File: config.mk
export PLATFORM = sky130hd
export DESIGN_NAME = tsb_queue
export DESIGN_NICKNAME = d
export VERILOG_FILES = /design/src/rtl/core/tsb_pkg.sv /design/src/rtl/core/tsb_queue.sv
export SDC_FILE = /design/constraint.sdc
export NUM_CORES = 1
export LEC_CHECK = 0
export ABC_AREA = 1
export BUFFER_PORTS_ARGS = -buffer_cell sky130_fd_sc_hd__buf_2
export CAP_MARGIN = 20
export CORE_ASPECT_RATIO = 0.7
export CORE_MARGIN = 3
export CORE_UTILIZATION = 52
export CTS_CLUSTER_DIAMETER = 150
export DETAILED_ROUTE_END_ITERATION = 12
export PLACE_DENSITY = 0.79
export SLEW_MARGIN = 20
export SYNTH_ARGS = -nofsm -noshare
export SYNTH_HDL_FRONTEND = slang
export SYNTH_SLANG_ARGS = --single-unit
File: constraint.sdc
create_clock -name clk -period 2.65 [get_ports clk]
set_input_delay 0 -clock clk [delete_from_list [all_inputs] [get_ports clk]]
set_output_delay 0 -clock clk [all_outputs]
set_load 0.03 [all_outputs]
File: src/rtl/core/tsb_pkg.sv
package tsb_pkg;

  localparam logic [7:0] SPACE_CHAR = 8'h20;

  // Widest internal coordinates over the supported geometry range
  localparam int ROW_MAX_W = 6;
  localparam int COL_MAX_W = 7;

  localparam int QUEUE_DEPTH = 2;

  typedef enum logic [1:0] {
    OP_CLEAR  = 2'd0,
    OP_SETCUR = 2'd1,
    OP_PUT    = 2'd2,
    OP_READ   = 2'd3
  } op_t;

  typedef struct packed {
    logic [1:0] operation;
    logic [4:0] row;
    logic [5:0] col;
    logic [7:0] char_code;
  } in_item_t;

  typedef struct packed {
    logic [7:0] read_char;
    logic [4:0] cursor_row;
    logic [5:0] cursor_col;
    logic       scrolled;
  } out_item_t;

  // Classified command handed from the front end to the back end
  typedef struct packed {
    logic [1:0]           operation;
    logic [ROW_MAX_W-1:0] row;
    logic [COL_MAX_W-1:0] col;
    logic [7:0]           char_code;
    logic                 in_range;
    logic                 scroll;
    logic [4:0]           cursor_row;
    logic [5:0]           cursor_col;
  } cmd_t;

  typedef enum logic [2:0] {
    BK_INIT,
    BK_IDLE,
    BK_SWEEP,
    BK_BLANK,
    BK_RDWAIT,
    BK_EMIT
  } bk_state_t;

endpackage

File: src/rtl/core/tsb_queue.sv
module tsb_queue (
  input  logic          clk,
  input  logic          rst_n,
  input  logic          push,
  input  tsb_pkg::cmd_t push_data,
  output logic          full,
  output logic          not_empty,
  input  logic          pop,
  output tsb_pkg::cmd_t pop_data
);
  import tsb_pkg::*;

  localparam int PW = (QUEUE_DEPTH > 1) ? $clog2(QUEUE_DEPTH) : 1;
  localparam int NW = $clog2(QUEUE_DEPTH + 1);

  cmd_t          entry_r [QUEUE_DEPTH];
  logic [PW-1:0] wr_ptr_r, rd_ptr_r;
  logic [NW-1:0] count_r;

  assign full      = count_r == NW'(QUEUE_DEPTH);
  assign not_empty = count_r != '0;
  assign pop_data  = entry_r[rd_ptr_r];

  always_ff @(posedge clk) begin
    if (push) entry_r[wr_ptr_r] <= push_data;
  end

  always_ff @(posedge clk) begin
    if (!rst_n) begin
      wr_ptr_r <= '0;
      rd_ptr_r <= '0;
      count_r  <= '0;
    end else begin
      if (push) begin
        wr_ptr_r <= (wr_ptr_r == PW'(QUEUE_DEPTH - 1)) ? '0 : wr_ptr_r + 1'b1;
      end
      if (pop) begin
        rd_ptr_r <= (rd_ptr_r == PW'(QUEUE_DEPTH - 1)) ? '0 : rd_ptr_r + 1'b1;
      end
      if (push && !pop) count_r <= count_r + 1'b1;
      else if (pop && !push) count_r <= count_r - 1'b1;
    end
  end

endmodule

After elaboration in Yosys (flattened, before gate mapping)
Memory sizes are Yosys's and may differ from the RTL's. A register that Yosys moved wholly into a read port is not among the register bits. Index checks and enable logic that the tools add are counted.

Eq/ne operators: 1. Add/sub/neg operators: 4. Muxes and demuxes: 8. Reductions and logical operators: 6.

Operator list (number): $mux 1 (6); $mux 2 (2); $reduce_bool 2->1 (2); $add 1x1->1 const B (2); $add 2x1->2 const B (1); $eq 2x2->1 const B (1); $logic_and 1x1->1 (2); $logic_not 1->1 (2); $sub 2x1->2 const B (1).

Bits of input ports: 40. Word-level logic and storage cells: 23. Register bits after elaboration: 4. Output and inout port bits: 38. Memories: 1. RAM bits: 72.

Memory list: entry_r (depth 2, width 36, rd ports 1, clocked after memory_dff 1, wr ports 1, RTL line tsb_queue.sv:16) `cmd_t entry_r [QUEUE_DEPTH];`.

Logic depth before layout (Yosys ltp)
Depth after elaboration: 4. Depth in mapped cells: 8. Mapped depth without buffers: 8.

Worst setup path before layout
No wires, ideal clock.

Path kind: register -> register. From: register wr_ptr_r. To: memory entry_r[0][0] in the netlist's numbering, enable pin. Buffers on the path: 0. Required time: 2220 ps. Clock period less this slack: 2271 ps. Arrival: 1841 ps. Stages on the path, launching flop included: 2. Slack: 379 ps. Setup time: 430 ps. Cells stage by stage: dfxtp_1 > nor2_1.

RTL lines: start: declaration (RTL line tsb_queue.sv:17) `logic [PW-1:0] wr_ptr_r, rd_ptr_r;`; start signal: assignment (RTL line tsb_queue.sv:35) `wr_ptr_r <= (wr_ptr_r == PW'(QUEUE_DEPTH - 1)) ? '0 : wr_ptr_r + 1'b1;`; end: declaration (RTL line tsb_queue.sv:16).

Straight into the memory's write port.

==> summary.md <==
| Metric | Value |
|---|---|
| Synth top area cells | edfxtp_1 (73%), mux2_4 (15%), dfxtp_1 (3.4%) |
| Leakage power | around 1.6 nW |
| Sw Pwr | a little over 0.6 mW |
| Slew Viols, Final | 0 |
| Final net count | between 300 and 400 |
| Initial Utilization | 55.2% |
| Clock tree buffer depth | 2 |
| Synth area leader | edfxtp_1 |
| RSZ-0062 raised after global routing | false |
| Hold EP | count_r[0] |
| Yosys cell types | 14 |
| Syn Nets | ~190 |
| Yosys reg bits | 77 |
| FF-to-FF Start | wr_ptr_r |
| Max-cap violations | 0 |
| Count of input and output buffers | between 70 and 80 |
| Crit start category | flip-flop |
| Simple-gate share of the synthesized area | 2.52% |
| H-tree depth | 3 |
| Placed cells | roughly 300 |
| Tcrit/Tclk final | 71.0% |
| Sequential cell area | between 0.002 and 0.0025 mm^2 |
| DRC Markers | 0 |
| Total Neg Setup Slack | 0 ns |
| Crit end category | primary output |
| Crit-path max cell delay | between 0.7 and 0.8 ns |
| TritonRoute pass-1 iters | 4 |
| Post-synthesis mux area share | 17.4% |
| Global route overflow | 0 |
| Initial antenna violation count | 0 |
| Hold Slack | around 0.047 ns |
| Total track usage | around 17% |
| Synth Area in Adders | less than 1% |
| Syn Area/Cell | 20.3 um^2 |
| CP top delay family | flip-flops |
| Die Height | 69.3 um |
| Clock latency on the worst-skew pair | approximately 0.33 ns |
| Critical path class | reg2out |
| Dpl ws | roughly 1.1 ns |
| Peak VDD IR | 0.525 mV |
| Comb pwr share | 15.4% |
| Max-slew headroom | 59.0% |
| Post-synth top area share | about 73% |
| Largest net degree at the start of global routing | 37 |
| Crit path DAT | ~1.9 ns |
| Synth Area in XOR/XNOR | 0% |
| TritonCTS buffer count | 9 |
| Die area | approximately 0.0067 mm^2 |
| Die X | 96.5 um |
| Worst path cell trace | buf_12, mux2_2, buf_2 |
| HP Class | in2reg |
| Hold path cells | 3 |
| Largest family of logic cells by synthesized area | multiplexers |
| CTS Sinks | 77 |
| Number of global-route vias before repair | approximately 1700 |
| # fillers | 363 |
| Antenna-violating nets left | 0 |
| Cells on worst reg2reg path | 5 |
| Via count | between 1500 and 2000 |
| Non-filler cells, final | around 350 |
| Share of cells above drive strength 1 | about 47% |
| Post-Syn Instances | ~150 |
| Core Util, Final | 74.3% |
| Worst Path Buf+Inv | 2 |
| Vias per cell | approximately 4.7 |
| Post-synthesis compound-gate area fraction | less than 1% |
| WP data required | about 2.7 ns |
| Pwr dens | 653 mW/mm^2 |
| Sw Share | 23.4% |
| DPL Wire Length | 3.33 mm |
| Number of diodes | 0 |
| Setup violators final | 0 |
| IO Pins | 78 |
| RePlAce Congestion | approximately 0.7 |
| Layout area overhead | 34.6% |
| YS warnings | 0 |
| CP max-delay cell | dfxtp_2 |
| FF-to-FF setup slack | between 0.8 and 0.9 ns |
| Min Tclk post-route | 1.88 ns |
| DR WL/cell | between 10 and 15 um |
| Outcome | finished clean |
| Initial DRC count | 66 |
| Hold path start | push |
| Internal | between 2 and 2.5 mW |
| First-pass GRT wire length | about 8.1 mm |
| Worst-margin pin slew | just over 0.6 ns |
| Clock Skews | between 0.003 and 0.004 ns |
| Seq pwr share | between 50% and 60% |
| Register area share after synthesis | 75.9% |
| Reg clk slew, reported paths | about 0.07 ns |
| Critical R2R Capture | wr_ptr_r |
| Fmax | 0.531 GHz |
| Row cnt | 22 |
| Crit Path Max Fanout | 19 |
| Total power | about 2.6 mW |
| Core area | between 0.005 and 0.006 mm^2 |
| Buffer count from post-CTS setup fixing | 0 |
| CTS tree | done |
| Multi-input gate area | around 620 um^2 |
| Area after DPL | 0.00343 mm^2 |
| Routed Wire Length | ~5.2 mm |
| Root buffer cell | clkbuf_8 |
| Design Area, Final | 0.00401 mm^2 |
| Synthesized area | about 0.003 mm^2 |
| Fin worst setup slack | 0.768 ns |
| Final-report hold violation count | 0 |
| Clock Power Share | between 20% and 30% |
## layer usage
metal  track usage [%]  vias up  wire length, um
met4              5.13        0               22
li1                  -      804                -
met3              7.16        2              318
met2              29.4       49             2860
met1              18.6      785             2030
met5                 0        -                0
## timing repair
action,in CTS,in global routing
resized for setup,0,0
hold buffers,40,0
hold endpoints to repair,77,0
## registers in the layout, indices dropped and copies added (netlist names), named ones only
register	flops
count_r	2
entry_r	72
rd_ptr_r	1
wr_ptr_r	1
## worst min-delay path, cell delays in order
cell     delay, ns
buf_2         0.11
ha_1          0.16
a21oi_1       0.06
## kinds of logic after synthesis
group           after synthesis
fa+ha+maj                     1
flops                        77
mux                          36
compound gates                2
buf+inv                      12
simple gates                 19
## worst max path at each step
stage | end | depth (start not counted)
6_report | pop_data[20] | 3
5_1_grt | pop_data[20] | 3
4_1_cts | pop_data[21] | 3
3_5_place_dp | pop_data[21] | 3
3_3_place_gp | pop_data[15] | 3
2_1_floorplan | entry_r[0][0] | 1
## Yosys cell counts
cell type,count
mux2_2,6
dfxtp_1,5
ha_1,1
nor2_1,8
buf_6,1
edfxtp_1,72
nand4_1,1
buf_12,3
a21oi_1,1
nand3_1,1
o21ai_0,1
nand2_1,9
inv_1,8
mux2_4,30
## area by class of cell
type	instances	area share, %
clock buffers	15	4.40
well taps	72	2.25
multi-input cells	58	15.5
clock inverters	1	0.125
repair buffers	120	20.5
flip-flops and latches	77	56.5
inverters	8	0.749
## cells in the final DEF (no fill, tap or decap), drive strengths merged
cell type,instances
a21oi,1
clkbuf,15
clkinv,1
nor2,8
mux2,36
buf,80
nand3,1
nand4,1
o21ai,1
edfxtp,72
dfxtp,5
inv,8
dlygate4sd3,40
ha,1
nand2,9
## power by group through the flow
stage / Sequential [mW] / Clock, mW / Combinational, mW
2_1_floorplan: 1.44 / 0 / 0.274
3_3_place_gp: 1.46 / 0 / 0.351
3_5_place_dp: 1.46 / 0 / 0.360
4_1_cts: 1.43 / 0.808 / 0.407
5_1_grt: 1.44 / 0.855 / 0.433
6_report: 1.43 / 0.780 / 0.404
Note: power is estimated with default switching activity, not from simulation.
