File: src/rtl/core/tsb_pkg.sv
package tsb_pkg;

  localparam logic [7:0] SPACE_CHAR = 8'h20;

  // Widest internal coordinates over the supported geometry range
  localparam int ROW_MAX_W = 6;
  localparam int COL_MAX_W = 7;

  localparam int QUEUE_DEPTH = 2;

  typedef enum logic [1:0] {
    OP_CLEAR  = 2'd0,
    OP_SETCUR = 2'd1,
    OP_PUT    = 2'd2,
    OP_READ   = 2'd3
  } op_t;

  typedef struct packed {
    logic [1:0] operation;
    logic [4:0] row;
    logic [5:0] col;
    logic [7:0] char_code;
  } in_item_t;

  typedef struct packed {
    logic [7:0] read_char;
    logic [4:0] cursor_row;
    logic [5:0] cursor_col;
    logic       scrolled;
  } out_item_t;

  // Classified command handed from the front end to the back end
  typedef struct packed {
    logic [1:0]           operation;
    logic [ROW_MAX_W-1:0] row;
    logic [COL_MAX_W-1:0] col;
    logic [7:0]           char_code;
    logic                 in_range;
    logic                 scroll;
    logic [4:0]           cursor_row;
    logic [5:0]           cursor_col;
  } cmd_t;

  typedef enum logic [2:0] {
    BK_INIT,
    BK_IDLE,
    BK_SWEEP,
    BK_BLANK,
    BK_RDWAIT,
    BK_EMIT
  } bk_state_t;

endpackage

File: src/rtl/core/tsb_front.sv
module tsb_front #(
  parameter int ROWS = 24,
  parameter int COLS = 40
) (
  input  logic              clk,
  input  logic              rst_n,
  input  logic              in_valid,
  output logic              in_ready,
  input  tsb_pkg::in_item_t in_data,
  input  logic              init_done,
  input  logic              q_full,
  output logic              q_push,
  output tsb_pkg::cmd_t     q_data
);
  import tsb_pkg::*;

  localparam int RW = $clog2(ROWS);
  localparam int CW = $clog2(COLS);
  localparam int RXW = (RW > 5) ? RW : 5;
  localparam int CXW = (CW > 6) ? CW : 6;
  localparam logic [RW-1:0] LAST_ROW = RW'(ROWS - 1);
  localparam logic [CW-1:0] LAST_COL = CW'(COLS - 1);

  logic [RW-1:0]        cur_row_r, cur_row_nxt;
  logic [CW-1:0]        cur_col_r, cur_col_nxt;
  logic [ROW_MAX_W-1:0] row_x;
  logic [COL_MAX_W-1:0] col_x;
  logic                 row_ok, col_ok;
  logic                 scroll;
  logic [RXW-1:0]       row_out_x;
  logic [CXW-1:0]       col_out_x;

  assign in_ready = init_done && !q_full;
  assign q_push   = in_valid && in_ready;

  assign row_x  = {1'b0, in_data.row};
  assign col_x  = {1'b0, in_data.col};
  assign row_ok = {27'd0, in_data.row} < 32'(ROWS);
  assign col_ok = {26'd0, in_data.col} < 32'(COLS);

  always_comb begin
    cur_row_nxt = cur_row_r;
    cur_col_nxt = cur_col_r;
    scroll      = 1'b0;
    case (in_data.operation)
      OP_CLEAR: begin
        cur_row_nxt = '0;
        cur_col_nxt = '0;
      end
      OP_SETCUR: begin
        if (row_ok) cur_row_nxt = row_x[RW-1:0];
        if (col_ok) cur_col_nxt = col_x[CW-1:0];
      end
      OP_PUT: begin
        if (cur_col_r == LAST_COL) begin
          cur_col_nxt = '0;
          if (cur_row_r == LAST_ROW) begin
            scroll = 1'b1;
          end else begin
            cur_row_nxt = cur_row_r + 1'b1;
          end
        end else begin
          cur_col_nxt = cur_col_r + 1'b1;
        end
      end
      default: begin
      end
    endcase
  end

  assign row_out_x = RXW'(cur_row_nxt);
  assign col_out_x = CXW'(cur_col_nxt);

  always_comb begin
    q_data.operation  = in_data.operation;
    q_data.char_code  = in_data.char_code;
    q_data.scroll     = scroll;
    q_data.cursor_row = row_out_x[4:0];
    q_data.cursor_col = col_out_x[5:0];
    q_data.in_range   = row_ok && col_ok;
    if (in_data.operation == OP_PUT) begin
      q_data.row = ROW_MAX_W'(cur_row_r);
      q_data.col = COL_MAX_W'(cur_col_r);
    end else begin
      q_data.row = row_x;
      q_data.col = col_x;
    end
  end

  always_ff @(posedge clk) begin
    if (!rst_n) begin
      cur_row_r <= '0;
      cur_col_r <= '0;
    end else if (q_push) begin
      cur_row_r <= cur_row_nxt;
      cur_col_r <= cur_col_nxt;
    end
  end

endmodule

File: config.mk
export PLATFORM = sky130hd
export DESIGN_NAME = tsb_front
export DESIGN_NICKNAME = d
export VERILOG_FILES = /design/src/rtl/core/tsb_pkg.sv /design/src/rtl/core/tsb_front.sv
export SDC_FILE = /design/constraint.sdc
export NUM_CORES = 1
export LEC_CHECK = 0
export BUFFER_PORTS_ARGS = -buffer_cell sky130_fd_sc_hd__buf_2
export CAP_MARGIN = 10
export CELL_PAD_IN_SITES_DETAIL_PLACEMENT = 1
export CELL_PAD_IN_SITES_GLOBAL_PLACEMENT = 2
export CORE_MARGIN = 2
export CORE_UTILIZATION = 25
export CTS_CLUSTER_SIZE = 16
export DETAILED_ROUTE_END_ITERATION = 7
export PLACE_DENSITY = 0.85
export SYNTH_ARGS = -nofsm -noshare
export SYNTH_HDL_FRONTEND = slang
export SYNTH_SLANG_ARGS = --single-unit
export TNS_END_PERCENT = 50
File: constraint.sdc
create_clock -name clk -period 4.88 [get_ports clk]
set_input_delay 0.976 -clock clk [delete_from_list [all_inputs] [get_ports clk]]
set_output_delay 0.976 -clock clk [all_outputs]
set_load 0.01 [all_outputs]
* After elaboration in Yosys (flattened, before gate mapping)
Cells that the tools add are included.
Storage, ports and cells: ROM bits 0, input port bits 26, memory bits (writable) 0, output and inout bits 38, logic and storage cells 26, memories kept 0, register bits 11, bits in latches 0
Operators by class: reduce and logical (&&, ||, !) cells 5, $mul 0, $lt $le $gt $ge 2, div/mod/pow operators 0, equal/unequal tests 4, $add $sub $neg 2, mux-type cells 11, bitwise operators 0, shift-type cells 0
Operators by type and width (count):
- $pmux 6 s3 | 1
- $mux 5 | 3
- $pmux 5 s3 | 1
- $mux 12 | 1
- $mux 6 | 2
- $add 6x1->6 const B | 1
- $eq 6x6->1 const B | 1
- $lt 6x6->1 const B | 1
- $add 5x1->5 const B | 1
- $eq 5x5->1 const B | 1
- $lt 5x5->1 const B | 1
- $logic_and 1x1->1 | 3
- $mux 1 | 3
- $eq 2x1->1 const B | 1
- $eq 2x2->1 const B | 1
- $logic_not 2->1 | 1
- $logic_not 1->1 | 1

* Longest topological paths before layout
Gate-level depths: netlist of the first run.
depth after elaboration 4, mapped depth 5, gate-level depth less buffers 5

* Least setup slack after synthesis of the first run
OpenSTA, ideal clock, no wires.
kind in2out, start in in_data[18] (netlist name), end out q_data[8] (netlist name), slack 1.990 ns, arrival time 1.914 ns, buffers on the path 1, data required time 3.904 ns, cell stages on the path 5, cell sequence buf_2 -> a21o_1 -> o21ai_0 -> o21a_1 -> a221oi_1
RTL lines:
- from (decl) | line tsb_front.sv:9 | input tsb_pkg::in_item_t in_data,
- to (decl) | line tsb_front.sv:13 | output tsb_pkg::cmd_t q_data

==> results by group, run 1 <==
Route
  – Detailed Routing Iterations Pass 1: 4
  – WL/cell: 15.4 µm
  – Final wirelength: 4540 µm
  – Via-to-Cell Ratio: 5.17
  – DRC Markers: 0
  – Vias: 1526
  – Iter 0 DRT Violations: 56
  – ANT nets after route: 0

Yosys
  – Post-Syn Area: 0.00131 mm²
  – Number of flops mapped to enable cells by yosys: 0
  – Top-count cell post-synth: nand2_1
  – Synth Area in Simple Gates: 32.8%
  – Largest family of logic cells by synthesized area: simple AND/OR/NAND/NOR gates
  – Avg Inst Size Synth: 6.59 µm²
  – Synth Area in Adders: 1.92%
  – Post-Synth XOR/XNOR Area: 1.34%
  – Synth area leaders: dfxtp_1 17%, nand2_1 13%, buf_4 7.5%
  – Main synth FF type: dfxtp_1
  – Synth unique cells: 49
  – Synth Area in Compound Gates: 30.7%
  – Synth top area share: 16.9%
  – Post-synth top cells: 45 x nand2_1, 13 x buf_4, 12 x o21ai_0
  – Mapped Cells: 198
  – YS warnings: 0
  – Yosys top cell by area: dfxtp_1
  – FF+latch count, synth: 11
  – Seq/Total Area, Yosys: 16.9%
  – Asr flop ratio synth: 0%
  – Mux contribution to synthesized area: 2.68%

Global route
  – Total track usage: 15.9%
  – Grt total ovfl: 0
  – Largest net degree at the start of global routing: 21
  – First-pass GRT wire length: 7730 µm
  – Vias in the first global route: 1531
  – Antenna violations before repair: 0

Hold path
  – Type of the worst min-delay path: reg -> reg

Power and ir drop
  – P_leak: 0.706 nW
  – PwrDens: 185 mW/mm²
  – Total Power: 0.283 mW
  – Clock network power share: 35.4%
  – Switching part of the total: 35.2%
  – Sw Pwr: 0.0997 mW
  – Combinational share of power: 29.7%
  – Int Pwr: 0.184 mW
  – Flop pwr share: 34.9%
  – Peak VDD IR: 150 µV

Floorplan
  – Die width: 76.3 µm
  – Number of cell rows: 26
  – Die Footprint: 0.00581 mm²
  – Die Height: 76.3 µm
  – Core outline area: 0.00507 mm²
  – I/O pin total: 64
  – Starting utilization of the core area: 25.7%

Cells and area
  – Antenna cells: 0
  – Filler cells: 692
  – Area Growth Syn to Fin: 17.2%
  – Final #Nets: 254
  – Final instance count without filler cells: 295
  – Design area: 0.00153 mm²
  – Finished Core Util: 30.1%
  – Layout cells sized above 1: 24.4%

Timing
  – Worst slew pin tran: 0.546 ns
  – Hold Slack: 0.554 ns
  – Setup ws final: 1.51 ns
  – Post-Route Setup TNS: 0 ns
  – Pins over their slew limit: 0
  – Skew final: 0.00173 ns
  – Hold Fails Final Rpt: 0
  – Final period util: 69.1%
  – Slew margin rel.: 63.5%
  – Clock period minus worst slack: 3.37 ns
  – Setup Viol. Count Final: 0
  – Max Freq: 296 MHz
  – RSZ-0062 raised after global routing: false

Setup path
  – Critical path's slowest cell: nor2b_1
  – Critical Path Sink Type: output port
  – CP cell instances: buf_2 > nor2b_1 > buf_4 > nand2_1 > mux2_4 > nand2_1 > buf_2
  – WP buf/inv: 3
  – Critical Path RT: 3.90 ns
  – Worst path arrival time: 2.40 ns
  – Slowest stage delay, CP: 0.36 ns
  – Setup crit start kind: input port
  – Cell family with most CP delay: buffers and inverters
  – CP Class: in -> out
  – Worst-path maximum fanout: 16

CTS
  – Num CTS Buffers: 3
  – Clock latency on the worst-skew pair: 0.24 ns
  – Post-cts sizing count: 0
  – # H-tree levels: 1
  – Setup Buffers After CTS: 0
  – CTS sink count: 11
  – CTS Hold Bufs: 0
  – Clock slew at reported path FFs: 0.06 ns
  – Clock root buffer: clkbuf_8
  – Max Buffers Root-to-Sink: 2
  – CTS tree: built

Job
  – Max cap viols: 0

Placed design
  – GP Congestion: 0.779
  – Placed instance area: 0.00148 mm²
  – Port Buffers: 45
  – Placement Setup Slack: 1.50 ns
  – DP Wirelength: 3390 µm
  – Placed Cells: 291

Status
  – Outcome: completed
tightest hold or removal path, cell delays in order, from the launching register on:
cell,delay (ns)
dfxtp_1,0.34
nand2_1,0.09
a31oi_1,0.08
layout by cell type, fill, tap and decap left out, types with 2 or more instances in the layout:
| master | Yosys | final |
|---|---|---|
| clkbuf_8 | 0 | 3 |
| o21ai_1 | 6 | 6 |
| nor2_1 | 6 | 6 |
| nor3_1 | 5 | 5 |
| conb_1 | 1 | 2 |
| inv_1 | 4 | 4 |
| a32oi_1 | 2 | 2 |
| a21o_1 | 4 | 4 |
| a31oi_1 | 9 | 9 |
| and3_1 | 4 | 4 |
| nand4b_1 | 3 | 3 |
| buf_4 | 13 | 2 |
| a31o_1 | 2 | 2 |
| a311o_1 | 2 | 2 |
| inv_2 | 2 | 2 |
| o21a_1 | 4 | 4 |
| nand3_1 | 8 | 8 |
| ha_1 | 2 | 2 |
| dfxtp_1 | 11 | 11 |
| buf_2 | 2 | 45 |
| nand2b_1 | 3 | 3 |
| o21ai_0 | 12 | 12 |
| xnor2_1 | 2 | 2 |
| nor2b_1 | 3 | 3 |
| mux2i_1 | 2 | 2 |
| a21oi_1 | 9 | 9 |
| or3_1 | 2 | 2 |
| nand3b_1 | 2 | 2 |
| nand2_1 | 45 | 45 |
power groups by stage:
stage	logic (mW)	registers [mW]	clock network, mW
2_1_floorplan	0.0604	0.0981	0
3_3_place_gp	0.0840	0.101	0
3_5_place_dp	0.0850	0.101	0
4_1_cts	0.0855	0.0987	0.102
5_1_grt	0.0953	0.0995	0.107
6_report	0.0842	0.0989	0.100
cells by family (layout without fill, tap and decap cells):
| group | Yosys count | in the layout |
|---|---|---|
| and+or+nand+nor | 87 | 87 |
| AOI/OAI and AO/OA | 61 | 61 |
| buffers and inverters | 31 | 57 |
| DFF | 11 | 11 |
| muxes | 3 | 3 |
| adders and majority gates | 2 | 2 |
| xor gates and xnor gates | 2 | 2 |
| other | 1 | 2 |
cell type report:
type / instances / area, µm² / share of cell area, %
Timing Repair Buffer: 47 / 240 / 15.7
Inverter: 6 / 22.5 / 1.47
Sequential cell: 11 / 220 / 14.4
Tap cell: 70 / 87.6 / 5.73
Clock buffer: 4 / 45.0 / 2.95
Multi-Input combinational cell: 157 / 913 / 59.7
layer usage:
metal / vias to the layer above / wire, µm / GRT usage [%]
li1: 753 / - / -
met1: 727 / 2180 / 21.4
met2: 42 / 2060 / 26.5
met3: 4 / 273 / 3.67
met4: 0 / 27 / 2.36
met5: - / 0 / 0
state kept, by name (all words and copies together), names as in the netlist:
name       cells
cur_col_r      6
cur_row_r      5
path summary, 6_finish.rpt:
kind | from | to | slack [ns] | depth (start not counted)
setup / recovery | in_data[20] | q_data[9] | 1.51 | 7
hold / removal | cur_col_r[1]$_SDFFE_PN0P_ | cur_col_r[1]$_SDFFE_PN0P_ | 0.55 | 2
setup reg to reg | cur_col_r[0]$_SDFFE_PN0P_ | cur_row_r[3]$_SDFFE_PN0P_ | 2.88 | 5
hold reg to reg | cur_col_r[1]$_SDFFE_PN0P_ | cur_col_r[1]$_SDFFE_PN0P_ | 0.55 | 2
(Power assumes the default switching activity.)
==> run 2: changes to the inputs <==
--- a/config.mk
+++ b/config.mk
@@ -10,10 +10,10 @@
 export CELL_PAD_IN_SITES_DETAIL_PLACEMENT = 1
 export CELL_PAD_IN_SITES_GLOBAL_PLACEMENT = 2
 export CORE_MARGIN = 2
-export CORE_UTILIZATION = 25
+export CORE_UTILIZATION = 21
 export CTS_CLUSTER_SIZE = 16
 export DETAILED_ROUTE_END_ITERATION = 7
-export PLACE_DENSITY = 0.85
+export PLACE_DENSITY = 0.76
 export SYNTH_ARGS = -nofsm -noshare
 export SYNTH_HDL_FRONTEND = slang
 export SYNTH_SLANG_ARGS = --single-unit
==> constraint.sdc (replaced) <==
create_clock -name clk -period 3.1 [get_ports clk]
set_input_delay 0.62 -clock clk [delete_from_list [all_inputs] [get_ports clk]]
set_output_delay 0.62 -clock clk [all_outputs]
set_load 0.01 [all_outputs]
==> run 2 against run 1 <==
Design area up 1.9%. Sequential share of layout area down 0.27 points. Routed wire length up 7.2%. Clock skew about the same. Clock power up 60%. Critical path depth down 1. Total power up 60%. Global-route usage down 1.6 points. Sequential cell count unchanged. Clock-buffer cell count unchanged. Largest cell class unchanged. Largest power group unchanged. Highest routed layer unchanged.
==> results by group, run 2 (synthesis gave the netlist of run 1 again) <==
Route
  – Final wirelength: 4870 µm
  – ANT nets after route: 0
  – Vias: 1578
  – Detailed Routing Iterations Pass 1: 4
  – Via-to-Cell Ratio: 5.21
  – DRC Markers: 0
  – Iter 0 DRT Violations: 58
  – WL/cell: 16.1 µm

CTS
  – Max Buffers Root-to-Sink: 2
  – Clock slew at reported path FFs: 0.06 ns
  – CTS tree: built
  – CTS sink count: 11
  – Post-cts sizing count: 0
  – CTS Hold Bufs: 0
  – Clock root buffer: clkbuf_8
  – Setup Buffers After CTS: 0
  – Clock latency on the worst-skew pair: 0.25 ns
  – Num CTS Buffers: 3
  – # H-tree levels: 1

Setup path
  – Slowest stage delay, CP: 0.42 ns
  – Critical path's slowest cell: dfxtp_1
  – Worst R2R Start: cur_col_r[0]$_SDFFE_PN0P_
  – Worst path arrival time: 2.14 ns
  – FF-to-FF End: cur_row_r[3]$_SDFFE_PN0P_
  – Critical Path Sink Type: output port
  – Critical Path RT: 2.48 ns
  – CP Class: reg -> out
  – Worst-path maximum fanout: 6
  – CP cell instances: ha_1 > nand4b_1 > nor3_1 > mux2_4 > nand2_1 > buf_2
  – Cells on worst reg2reg path: 5
  – Cell family with most CP delay: simple AND/OR/NAND/NOR gates
  – WP buf/inv: 1
  – Reg2Reg Setup Slack: 1.13 ns
  – Setup crit start kind: flop

Timing
  – Final period util: 89.0%
  – Slew margin rel.: 62.1%
  – Setup Viol. Count Final: 0
  – Pins over their slew limit: 0
  – Hold Slack: 0.565 ns
  – Hold Fails Final Rpt: 0
  – RSZ-0062 raised after global routing: false
  – Worst slew pin tran: 0.567 ns
  – Clock period minus worst slack: 2.76 ns
  – Skew final: 0.00145 ns
  – Max Freq: 362 MHz
  – Post-Route Setup TNS: 0 ns

Status
  – Outcome: completed

Global route
  – Total track usage: 14.3%
  – Antenna violations before repair: 0
  – Vias in the first global route: 1614
  – Grt total ovfl: 0
  – Largest net degree at the start of global routing: 19
  – First-pass GRT wire length: 8230 µm

Hold path
  – Hold Path End: cur_col_r[1]$_SDFFE_PN0P_
  – Hold wc startpoint: cur_col_r[1]$_SDFFE_PN0P_
  – Type of the worst min-delay path: reg -> reg
  – Worst Hold Depth: 2

Floorplan
  – Number of cell rows: 28
  – Die Height: 82.8 µm
  – I/O pin total: 64
  – Die width: 82.8 µm
  – Starting utilization of the core area: 21.9%
  – Core outline area: 0.00596 mm²
  – Die Footprint: 0.00686 mm²

Cells and area
  – Reg area: 220 µm²
  – Multi-input gate area: 913 µm²
  – Top reg by flops: cur_col_r
  – Layout cells sized above 1: 25.4%
  – Antenna cells: 0
  – Largest regs: cur_col_r x6, cur_row_r x5
  – Filler cells: 781
  – Final #Nets: 257
  – Area Growth Syn to Fin: 19.4%
  – Max reg flops: 6
  – Commonest cells after routing, fill and taps aside: 45 x nand2_1, 45 x buf_2, 12 x o21ai_0

Power and ir drop
  – Sw Pwr: 0.162 mW
  – PwrDens: 291 mW/mm²
  – P_leak: 0.721 nW
  – Int Pwr: 0.291 mW
  – Peak VDD IR: 167 µV
  – Clock network power share: 35.4%
  – Flop pwr share: 34.3%
  – Combinational share of power: 30.4%
  – Switching part of the total: 35.8%

Placed design
  – GP Congestion: 0.796
  – Port Buffers: 45
  – DP Wirelength: 3620 µm

Job
  – Max cap viols: 0
## run 2: cell count changes in the layout (fill, tap and decap cells not counted)
cell,before,now
buf_4,2,5
## run 2: worst max path at each step
stage                              start         to  cells after the start
6_report       cur_col_r[0]$_SDFFE_PN0P_  q_data[9]                      6
5_1_grt        cur_col_r[0]$_SDFFE_PN0P_  q_data[7]                      6
4_1_cts        cur_col_r[0]$_SDFFE_PN0P_  q_data[9]                      6
3_5_place_dp                 in_data[19]  q_data[7]                      6
3_3_place_gp                 in_data[19]  q_data[7]                      6
2_1_floorplan                in_data[18]  q_data[8]                      5
## run 2: layout make-up
class	instances	area share, %
Multi-Input combinational cell	157	58.6
Timing Repair Buffer	50	16.9
Sequential cell	11	14.1
Tap cell	75	6.02
Clock buffer	4	2.89
Inverter	6	1.45
## run 2: per-stage QoR
| stage | area (µm²) | power (mW) | utilization [%] | setup WS, ns | std cells |
|---|---|---|---|---|---|
| finish | 1560 | 0.453 | 26.2 | 0.340 | 303 |
| CTS | 1560 | 0.460 | 26.2 | 0.319 | 303 |
| floorplan | 1310 | 0.250 | - | 0.922 | 199 |
| global route | 1560 | 0.484 | 26.2 | 0.150 | 303 |
| detailed placement | 1510 | 0.297 | 25.4 | 0.395 | 299 |
| global placement | 1510 | 0.296 | 25.4 | 0.467 | 299 |
## run 2: power by group through the flow
| stage | Clock [mW] | Combinational (mW) | Sequential, mW |
|---|---|---|---|
| 2_1_floorplan | 0 | 0.0952 | 0.154 |
| 3_3_place_gp | 0 | 0.137 | 0.158 |
| 3_5_place_dp | 0 | 0.138 | 0.158 |
| 4_1_cts | 0.166 | 0.139 | 0.155 |
| 5_1_grt | 0.173 | 0.154 | 0.157 |
| 6_report | 0.160 | 0.138 | 0.155 |
## run 2: worst min-delay path, cell delays in order, from the launching register on
cell and delay, ns:
dfxtp_1 0.35, nand2_1 0.09, a31oi_1 0.08
## run 2: layer usage
| layer | vias to the layer above | wire length [µm] | track usage, % |
|---|---|---|---|
| met5 | - | 0 | 0 |
| met4 | 0 | 31 | 2.24 |
| met3 | 4 | 292 | 3.18 |
| met2 | 49 | 2250 | 24.3 |
| met1 | 764 | 2300 | 18.9 |
| li1 | 761 | - | - |
